`src/rtl/core/deq_pkg.sv`:
```
`timescale 1ns / 1ps
`default_nettype none
// ============================================================================
// deq_pkg
// Shared constants for the double-ended queue: field widths, request modes,
// status codes and the configuration register map.
// ============================================================================
package deq_pkg;

    localparam int DATA_W        = 32;
    localparam int DEPTH_DEFAULT = 16;
    localparam int MODE_W        = 3;
    localparam int STATUS_W      = 2;
    localparam int SIZE_W        = 5;
    localparam int PADDR_W       = 3;
    localparam int PDATA_W       = 32;

    localparam logic [MODE_W-1:0] MODE_PUSH_FRONT = 3'd0;
    localparam logic [MODE_W-1:0] MODE_PUSH_REAR  = 3'd1;
    localparam logic [MODE_W-1:0] MODE_POP_FRONT  = 3'd2;
    localparam logic [MODE_W-1:0] MODE_POP_REAR   = 3'd3;
    localparam logic [MODE_W-1:0] MODE_PEEK_FRONT = 3'd4;
    localparam logic [MODE_W-1:0] MODE_PEEK_REAR  = 3'd5;

    localparam logic [STATUS_W-1:0] STATUS_DONE  = 2'd0;
    localparam logic [STATUS_W-1:0] STATUS_FULL  = 2'd1;
    localparam logic [STATUS_W-1:0] STATUS_EMPTY = 2'd2;

    // Register index is taken from the word address bit of paddr.
    localparam logic REG_SIZE_IN_USE = 1'b0;

    localparam logic [SIZE_W-1:0] SIZE_RESET = 5'd16;

endpackage : deq_pkg
`default_nettype wire

```
`src/rtl/core/deq_ram.sv`:
```
`timescale 1ns / 1ps
`default_nettype none
// ============================================================================
// deq_ram
// Generic single-write, single-read RAM with a registered read port.
// ============================================================================
module deq_ram #(
    parameter int WIDTH = deq_pkg::DATA_W,
    parameter int DEPTH = deq_pkg::DEPTH_DEFAULT
) (
    input  wire logic                     clk,
    input  wire logic                     wr_en,
    input  wire logic [$clog2(DEPTH)-1:0] wr_addr,
    input  wire logic [WIDTH-1:0]         wr_data,
    input  wire logic                     rd_en,
    input  wire logic [$clog2(DEPTH)-1:0] rd_addr,
    output logic      [WIDTH-1:0]         rd_data
);

    logic [WIDTH-1:0] mem [DEPTH];

    always_ff @(posedge clk)
    begin
        if (wr_en)
        begin
            mem[wr_addr] <= wr_data;
        end
        if (rd_en)
        begin
            rd_data <= mem[rd_addr];
        end
    end

endmodule : deq_ram
`default_nettype wire

```
`src/rtl/core/double_ended_queue_core.sv`:
```
`timescale 1ns / 1ps
`default_nettype none
// ============================================================================
// double_ended_queue_core
// Circular-array double-ended queue of signed 32-bit words with push, pop
// and peek at either end, and a configurable active size.
// ============================================================================
//
//  Channel  Direction  Handshake             Payload
//  req      in         req_valid/req_stall   mode, item_value
//  rsp      out        rsp_valid/rsp_stall   status, read_value, now_empty,
//                                            now_full
//  apb      in         psel/penable/pready   paddr, pwdata, prdata
//
// One request is taken per cycle unless req_stall is raised; its result appears
// in the cycle after, with a peeked word from the registered read of the slot
// RAM. The single result register holds a word under rsp_stall, and req_stall
// is raised while it does. Reset empties the queue and sets the size to 16; slot
// contents are not cleared. Any write to the size register also empties the queue.
//
module double_ended_queue_core #(
    parameter int DEPTH = deq_pkg::DEPTH_DEFAULT
) (
    input  wire logic                               clk,
    input  wire logic                               rst_n,
    // Request channel
    input  wire logic                               req_valid,
    output logic                                    req_stall,
    input  wire logic        [deq_pkg::MODE_W-1:0]  mode,
    input  wire logic signed [deq_pkg::DATA_W-1:0]  item_value,
    // Result channel
    output logic                                    rsp_valid,
    input  wire logic                               rsp_stall,
    output logic             [deq_pkg::STATUS_W-1:0] status,
    output logic signed      [deq_pkg::DATA_W-1:0]  read_value,
    output logic                                    now_empty,
    output logic                                    now_full,
    // Configuration port
    input  wire logic                               psel,
    input  wire logic                               penable,
    input  wire logic                               pwrite,
    input  wire logic        [deq_pkg::PADDR_W-1:0] paddr,
    input  wire logic        [deq_pkg::PDATA_W-1:0] pwdata,
    output logic             [deq_pkg::PDATA_W-1:0] prdata,
    output logic                                    pready
);

    import deq_pkg::*;

    localparam int IW   = $clog2(DEPTH);
    localparam int SZ_W = IW + 1;

    logic [SIZE_W-1:0]   size_reg;
    logic [IW-1:0]       head_reg, head_next;
    logic [IW-1:0]       tail_reg, tail_next;
    logic                empty_reg, empty_next;

    logic                rsp_valid_reg;
    logic [STATUS_W-1:0] status_reg, status_next;
    logic                peek_reg, peek_next;
    logic                now_empty_reg;
    logic                now_full_reg, now_full_next;

    logic [SZ_W-1:0]     sz;
    logic [IW-1:0]       sz_m1;
    logic                full_now;
    logic                accept;
    logic                cfg_write;

    logic                ram_wr_en;
    logic [IW-1:0]       ram_wr_addr;
    logic                ram_rd_en;
    logic [IW-1:0]       ram_rd_addr;
    logic [DATA_W-1:0]   ram_rd_data;

    function automatic logic [SZ_W-1:0] occupancy(
        input logic [IW-1:0]   head,
        input logic [IW-1:0]   tail,
        input logic            empty,
        input logic [SZ_W-1:0] size
    );
        logic [SZ_W-1:0] h;
        logic [SZ_W-1:0] t;
        h = SZ_W'(head);
        t = SZ_W'(tail);
        if (empty)
        begin
            return '0;
        end
        else if (tail >= head)
        begin
            return t - h + SZ_W'(1);
        end
        else
        begin
            // Wrapped case; the true count fits even if the sum overflows.
            return t + size - h + SZ_W'(1);
        end
    endfunction

    // ------------------------------------------------------------------------
    // Configuration
    // ------------------------------------------------------------------------
    assign pready    = 1'b1;
    assign cfg_write = psel && penable && pwrite && pready
                       && (paddr[2] == REG_SIZE_IN_USE);
    assign prdata    = (paddr[2] == REG_SIZE_IN_USE) ? PDATA_W'(size_reg) : '0;

    // Effective size: zero acts as one, anything above the depth as the depth.
    always_comb
    begin
        if (size_reg == '0)
        begin
            sz = SZ_W'(1);
        end
        else if (int'(size_reg) > DEPTH)
        begin
            sz = SZ_W'(DEPTH);
        end
        else
        begin
            sz = SZ_W'(size_reg);
        end
    end

    assign sz_m1    = IW'(sz - SZ_W'(1));
    assign full_now = (occupancy(head_reg, tail_reg, empty_reg, sz) == sz);

    // ------------------------------------------------------------------------
    // Request decode
    // ------------------------------------------------------------------------
    assign req_stall = rsp_valid_reg && rsp_stall;
    assign accept    = req_valid && !req_stall;

    always_comb
    begin
        head_next   = head_reg;
        tail_next   = tail_reg;
        empty_next  = empty_reg;
        status_next = STATUS_DONE;
        peek_next   = 1'b0;
        ram_wr_en   = 1'b0;
        ram_wr_addr = head_reg;
        ram_rd_en   = 1'b0;
        ram_rd_addr = head_reg;

        case (mode)
            MODE_PUSH_FRONT:
            begin
                if (full_now)
                begin
                    status_next = STATUS_FULL;
                end
                else
                begin
                    if (empty_reg)
                    begin
                        head_next  = sz_m1;
                        tail_next  = sz_m1;
                        empty_next = 1'b0;
                    end
                    else
                    begin
                        head_next = (head_reg == '0) ? sz_m1 : head_reg - IW'(1);
                    end
                    ram_wr_en   = accept;
                    ram_wr_addr = head_next;
                end
            end
            MODE_PUSH_REAR:
            begin
                if (full_now)
                begin
                    status_next = STATUS_FULL;
                end
                else
                begin
                    if (empty_reg)
                    begin
                        head_next  = '0;
                        tail_next  = '0;
                        empty_next = 1'b0;
                    end
                    else
                    begin
                        tail_next = (tail_reg >= sz_m1) ? '0 : tail_reg + IW'(1);
                    end
                    ram_wr_en   = accept;
                    ram_wr_addr = tail_next;
                end
            end
            MODE_POP_FRONT:
            begin
                if (empty_reg)
                begin
                    status_next = STATUS_EMPTY;
                end
                else if (head_reg == tail_reg)
                begin
                    head_next  = '0;
                    tail_next  = '0;
                    empty_next = 1'b1;
                end
                else
                begin
                    head_next = (head_reg >= sz_m1) ? '0 : head_reg + IW'(1);
                end
            end
            MODE_POP_REAR:
            begin
                if (empty_reg)
                begin
                    status_next = STATUS_EMPTY;
                end
                else if (head_reg == tail_reg)
                begin
                    head_next  = '0;
                    tail_next  = '0;
                    empty_next = 1'b1;
                end
                else
                begin
                    tail_next = (tail_reg == '0) ? sz_m1 : tail_reg - IW'(1);
                end
            end
            MODE_PEEK_FRONT:
            begin
                if (empty_reg)
                begin
                    status_next = STATUS_EMPTY;
                end
                else
                begin
                    peek_next   = 1'b1;
                    ram_rd_en   = accept;
                    ram_rd_addr = head_reg;
                end
            end
            MODE_PEEK_REAR:
            begin
                if (empty_reg)
                begin
                    status_next = STATUS_EMPTY;
                end
                else
                begin
                    peek_next   = 1'b1;
                    ram_rd_en   = accept;
                    ram_rd_addr = tail_reg;
                end
            end
            default:
            begin
                // Unused modes leave the queue as it is.
            end
        endcase
    end

    assign now_full_next = (occupancy(head_next, tail_next, empty_next, sz) == sz);

    // ------------------------------------------------------------------------
    // State and result registers
    // ------------------------------------------------------------------------
    always_ff @(posedge clk or negedge rst_n)
    begin
        if (!rst_n)
        begin
            size_reg      <= SIZE_RESET;
            head_reg      <= '0;
            tail_reg      <= '0;
            empty_reg     <= 1'b1;
            rsp_valid_reg <= 1'b0;
        end
        else
        begin
            if (cfg_write)
            begin
                size_reg  <= pwdata[SIZE_W-1:0];
                head_reg  <= '0;
                tail_reg  <= '0;
                empty_reg <= 1'b1;
            end
            else if (accept)
            begin
                head_reg  <= head_next;
                tail_reg  <= tail_next;
                empty_reg <= empty_next;
            end

            if (accept)
            begin
                rsp_valid_reg <= 1'b1;
            end
            else if (!rsp_stall)
            begin
                rsp_valid_reg <= 1'b0;
            end
        end
    end

    always_ff @(posedge clk)
    begin
        if (accept)
        begin
            status_reg    <= status_next;
            peek_reg      <= peek_next;
            now_empty_reg <= empty_next;
            now_full_reg  <= now_full_next;
        end
    end

    deq_ram #(
        .WIDTH (DATA_W),
        .DEPTH (DEPTH)
    ) u_slots (
        .clk     (clk),
        .wr_en   (ram_wr_en),
        .wr_addr (ram_wr_addr),
        .wr_data (DATA_W'($unsigned(item_value))),
        .rd_en   (ram_rd_en),
        .rd_addr (ram_rd_addr),
        .rd_data (ram_rd_data)
    );

    assign rsp_valid  = rsp_valid_reg;
    assign status     = status_reg;
    assign read_value = peek_reg ? $signed(ram_rd_data) : '0;
    assign now_empty  = now_empty_reg;
    assign now_full   = now_full_reg;

    // ------------------------------------------------------------------------
    // Assertions
    // ------------------------------------------------------------------------
    a_accept_gives_result: assert property (
        @(posedge clk) disable iff (!rst_n)
        accept |=> rsp_valid
    ) else $error("accepted request produced no result");

    a_empty_indices_home: assert property (
        @(posedge clk) disable iff (!rst_n)
        empty_reg |-> (head_reg == '0) && (tail_reg == '0)
    ) else $error("empty queue with indices away from zero");

    a_indices_in_range: assert property (
        @(posedge clk) disable iff (!rst_n)
        !empty_reg |-> (SZ_W'(head_reg) < sz) && (SZ_W'(tail_reg) < sz)
    ) else $error("queue index beyond active size");

    a_reject_full_flag: assert property (
        @(posedge clk) disable iff (!rst_n)
        (rsp_valid && (status == STATUS_FULL)) |-> now_full && !now_empty
    ) else $error("full rejection without full flag");

endmodule : double_ended_queue_core
`default_nettype wire

```
`config.mk`:
```
export PLATFORM = sky130hd
export DESIGN_NAME = double_ended_queue_core
export DESIGN_NICKNAME = d
export VERILOG_FILES = /design/src/rtl/core/deq_pkg.sv /design/src/rtl/core/deq_ram.sv /design/src/rtl/core/double_ended_queue_core.sv
export SDC_FILE = /design/constraint.sdc
export NUM_CORES = 1
export LEC_CHECK = 0
export BUFFER_PORTS_ARGS = -buffer_cell sky130_fd_sc_hd__buf_2
export CAP_MARGIN = 20
export CORE_UTILIZATION = 30
export DETAILED_ROUTE_END_ITERATION = 10
export PLACE_DENSITY = 0.42
export SYNTH_ARGS = -nofsm -noshare
export SYNTH_HDL_FRONTEND = slang
export SYNTH_SLANG_ARGS = --single-unit
```
`constraint.sdc`:
```
create_clock -name clk -period 9.59 [get_ports clk]
set_input_delay 0 -clock clk [delete_from_list [all_inputs] [get_ports clk]]
set_output_delay 0 -clock clk [all_outputs]
set_load 0.01 [all_outputs]
```
==> run summary <==
The worst setup path is of the flop to flop kind. Number of max-slew violations in the final report: 0. Counting instances in the post-synthesis netlist gives the leading cell types as sky130_fd_sc_hd__edfxtp_1, sky130_fd_sc_hd__mux4_2, sky130_fd_sc_hd__nand2_1. The post-detailed-placement cell area came out at 26400 um^2. The layout cell share with drive strength beyond 1 was 0.248; the transition at the pin with the smallest max-transition slack was 1020 ps. Summing all non-filler instances in the final layout gives an area of 29100 um^2. In this run the tool buffered the top-level ports with 90 buffer cells. The routed wire length was 65300 um; the number of antenna violations at the first check in global routing was 1.

For this block, the initial DRC count from the detailed router was 1008. The checks that failed: design-rule violations. The later pin in the worst-skew pair is clocked with a latency of 600 ps. For this run, the slowest stage of the critical path takes 490 ps. The share of synthesized registers carrying an async set or reset works out to 0.0266. Counting flops and latches in the post-synthesis netlist gives 564.

The die is 288 um wide. The final period utilization was 0.702; the worst endpoint data arrival time was 7150 ps. The logs give 13 for the number of design rule violations left after detail routing and 13900 for the number of global-route vias before repair. The sequential element share of the synthesized area was 0.687. STA classifies the critical path endpoint as a flop. In this run, placement finished with an instance count of 2519.

Once detail routing completed, the nets flagged for antenna violations numbered 0. Number of enable-type register cells in the synthesized netlist: 549. The clock arrives with 27.4 ps of skew. The number of CTS-inserted buffers is 66, and the per-cell routed wire length is 24.3 um. Adding up every negative setup slack in the final design gives 0 ps. The initial core utilization was 0.304.

Using the TritonRoute via totals, the vias-per-cell ratio works out to 5.00. Fill cells in the final layout number 7627. Setup repair after global routing left no endpoint under its margin. The first global-routing pass estimated 95900 um of wire. The area fraction of the dominant cell type after synthesis is 0.671.

For the worst setup path, the data required time is 10010 ps. The TritonCTS sink count is 564. The cell with the most instances after synthesis is sky130_fd_sc_hd__edfxtp_1. Synthesis produced a netlist whose cell count is 1407. The repair_antennas step left the layout with diodes totalling 0. Hold violation count in the final report: 0.

For this run, the leading register cell type out of synthesis is sky130_fd_sc_hd__edfxtp_1. For this run, the detailed router's first-pass iteration total came to 10. Counting both buffers and inverters, the worst setup path holds a total of 4.

The tightest min-delay check is of the input pin to flop type. Setup violations remaining at the end of the flow were counted as 0. The cell seen most often among critical-path stages is sky130_fd_sc_hd__inv_1.

On the critical path the largest part of the delay comes from simple AND/OR/NAND/NOR gates. The routed layout has 13400 vias. The floorplan step defined a die boundary enclosing 83000 um^2. The biggest area contributor in the post-synthesis netlist is sky130_fd_sc_hd__edfxtp_1.

Hold is met by 118 ps. The slack of the critical path is 2860 ps, and the peak supply drop is 102 uV. In this run, post-CTS repair resized a total of 0 instances.

The worst path needs 6730 ps of the cycle, external delays included. The number of flip-flops under the largest register name came out at 512. For this design the static power due to leakage is 9.73 nW. During I/O placement, the number of pins put on the boundary was 148. The height of the die was 288 um; the clock-pin slew on the worst setup and hold paths was 60 ps. The flow ran to the end, but the final reports show violations. The logs give 3 for the worst-case clock buffer depth and 80800 um^2 for the total core area. In this run, distinct cell masters in the synthesized netlist total 88. The power density normalized to cell area was 237 nW/um^2. The average instance in the mapped netlist occupies 17.5 um^2. The number of setup buffers added after CTS is 0. The largest driver fanout on the critical path is 10, and the number of placement rows is 104. Entering global routing, the biggest net connects 128 pins.

After the flow finishes, the layout carries non-filler instances totaling 2685. The overall power after layout was 6.89 mW. The slowest cell on the critical path was sky130_fd_sc_hd__or4b_4. Yosys attributes the largest share of cell area to sky130_fd_sc_hd__edfxtp_1, sky130_fd_sc_hd__mux4_2, sky130_fd_sc_hd__ha_1. The setup slack at placement was 2890 ps; the share of the core filled with cells was 0.360.

The routability-driven placement congestion ratio is 0.851. Launching element type of the critical path: a flop. The total global routing overflow is 0, and the synthesis-to-layout area growth is 18.3%. The logs give 0 for the number of maximum-capacitance constraint violations and 3 for the total number of H-tree levels. Once detailed placement completed, the half-perimeter wirelength came to 35600 um. The tools report the global-route usage over all layers as 0.160. For the total number of yosys warnings, the log shows 0.

The net count of the finished layout is 1711. The relative max-transition margin came out at 0.318. In this run the cell area of the synthesized design comes to 24600 um^2. The cell sitting at the root of the clock tree is a sky130_fd_sc_hd__clkbuf_16.

The highest clock frequency the design can meet was 149 MHz. TritonCTS built the clock tree.
==> per-layer routing <==
layer  wire (um)  up-vias  track usage
met5          17        -            0
met2       31300      315        0.258
li1            -     5941            -
met1       30100     7082        0.223
met3        2580       88       0.0266
met4        1300        2       0.0403
==> what timing repair did <==
action,CTS,global route
hold buffers,51,0
setup endpoints to repair,0,0
hold endpoints to repair,542,0
==> power breakdown <==
| part | internal [mW] | switching [mW] | leakage, nW | total, mW |
|---|---|---|---|---|
| logic | 0.648 | 0.932 | 3.58 | 1.58 |
| registers | 2.77 | 0.0646 | 5.13 | 2.83 |
| clock network | 1.49 | 0.992 | 1.03 | 2.48 |
| total | 4.90 | 1.99 | 9.73 | 6.89 |
==> worst reg2reg max path, delay by kind of cell, from the launching register on <==
kind | cells | cell delay [ps]
buffers and inverters | 4 | 640
AO/OA/AOI/OAI | 7 | 1540
flip-flops | 1 | 470
XOR/XNOR | 2 | 520
adder cells (fa/ha/maj) | 5 | 1610
AND/OR/NAND/NOR | 8 | 1800
==> placed cells by master, fill, tap and decap left out, types with 4 or more instances in the layout <==
| cell type | count |
|---|---|
| sky130_fd_sc_hd__inv_1 | 40 |
| sky130_fd_sc_hd__buf_2 | 91 |
| sky130_fd_sc_hd__a31oi_1 | 40 |
| sky130_fd_sc_hd__o21ai_0 | 34 |
| sky130_fd_sc_hd__mux4_2 | 128 |
| sky130_fd_sc_hd__nor2_1 | 29 |
| sky130_fd_sc_hd__dfrtp_1 | 13 |
| sky130_fd_sc_hd__nor4_2 | 5 |
| sky130_fd_sc_hd__clkbuf_16 | 69 |
| sky130_fd_sc_hd__fa_1 | 12 |
| sky130_fd_sc_hd__a21oi_1 | 21 |
| sky130_fd_sc_hd__clkinv_2 | 7 |
| sky130_fd_sc_hd__clkinv_1 | 7 |
| sky130_fd_sc_hd__a211oi_4 | 4 |
| sky130_fd_sc_hd__a21boi_0 | 4 |
| sky130_fd_sc_hd__nor3_2 | 4 |
| sky130_fd_sc_hd__xnor2_1 | 13 |
| sky130_fd_sc_hd__o211a_1 | 5 |
| sky130_fd_sc_hd__and2_1 | 65 |
| sky130_fd_sc_hd__o211ai_1 | 11 |
| sky130_fd_sc_hd__clkbuf_1 | 17 |
| sky130_fd_sc_hd__mux2_2 | 6 |
| sky130_fd_sc_hd__edfxtp_1 | 549 |
| sky130_fd_sc_hd__nor2b_1 | 7 |
| sky130_fd_sc_hd__o21a_1 | 5 |
| sky130_fd_sc_hd__nor4_1 | 6 |
| sky130_fd_sc_hd__conb_1 | 28 |
| sky130_fd_sc_hd__a21o_1 | 10 |
| sky130_fd_sc_hd__buf_4 | 31 |
| sky130_fd_sc_hd__nand3_1 | 13 |
| sky130_fd_sc_hd__a211oi_1 | 41 |
| sky130_fd_sc_hd__bufinv_16 | 6 |
| sky130_fd_sc_hd__dlygate4sd3_1 | 51 |
| sky130_fd_sc_hd__nand2b_1 | 9 |
| sky130_fd_sc_hd__nor3_1 | 8 |
| sky130_fd_sc_hd__nand2_1 | 92 |
| sky130_fd_sc_hd__ha_1 | 41 |
| sky130_fd_sc_hd__mux2i_4 | 4 |
==> cells by family after synthesis <==
| group | count (synthesis) | synth area share |
|---|---|---|
| xor gates and xnor gates | 18 | 0.00703 |
| muxes | 140 | 0.123 |
| AOI/OAI and AO/OA | 224 | 0.0668 |
| adders and majority gates | 53 | 0.0307 |
| DFF | 564 | 0.687 |
| buffers and inverters | 138 | 0.0268 |
| other | 2 | 0.000306 |
| and+or+nand+nor | 268 | 0.0591 |
==> cell type report <==
class	instances	area (um^2)	area share
repair buffers	178	1290	0.0445
well taps	1060	1330	0.0457
inverters	40	150	0.00517
clock buffers	87	1800	0.0621
flip-flops and latches	564	16900	0.580
multi-input cells	731	7300	0.251
clock inverters	25	313	0.0108
==> path summary, 6_finish.rpt <==
| kind | startpoint | end | slack, ps | depth (start not counted) |
|---|---|---|---|---|
| worst min register to register | size_reg[4] | size_reg[4] | 740 | 1 |
| worst max register to register | size_reg[1] | now_full | 2860 | 26 |
| worst min-delay path | rsp_stall | empty_reg | 120 | 4 |
| min in group asynchronous | rst_n | empty_reg | 470 | 3 |
| worst max-delay path | size_reg[1] | now_full | 2860 | 26 |
| max in group asynchronous | rst_n | head_reg[1] | 7860 | 4 |
Note: power is estimated with default switching activity, not from simulation.
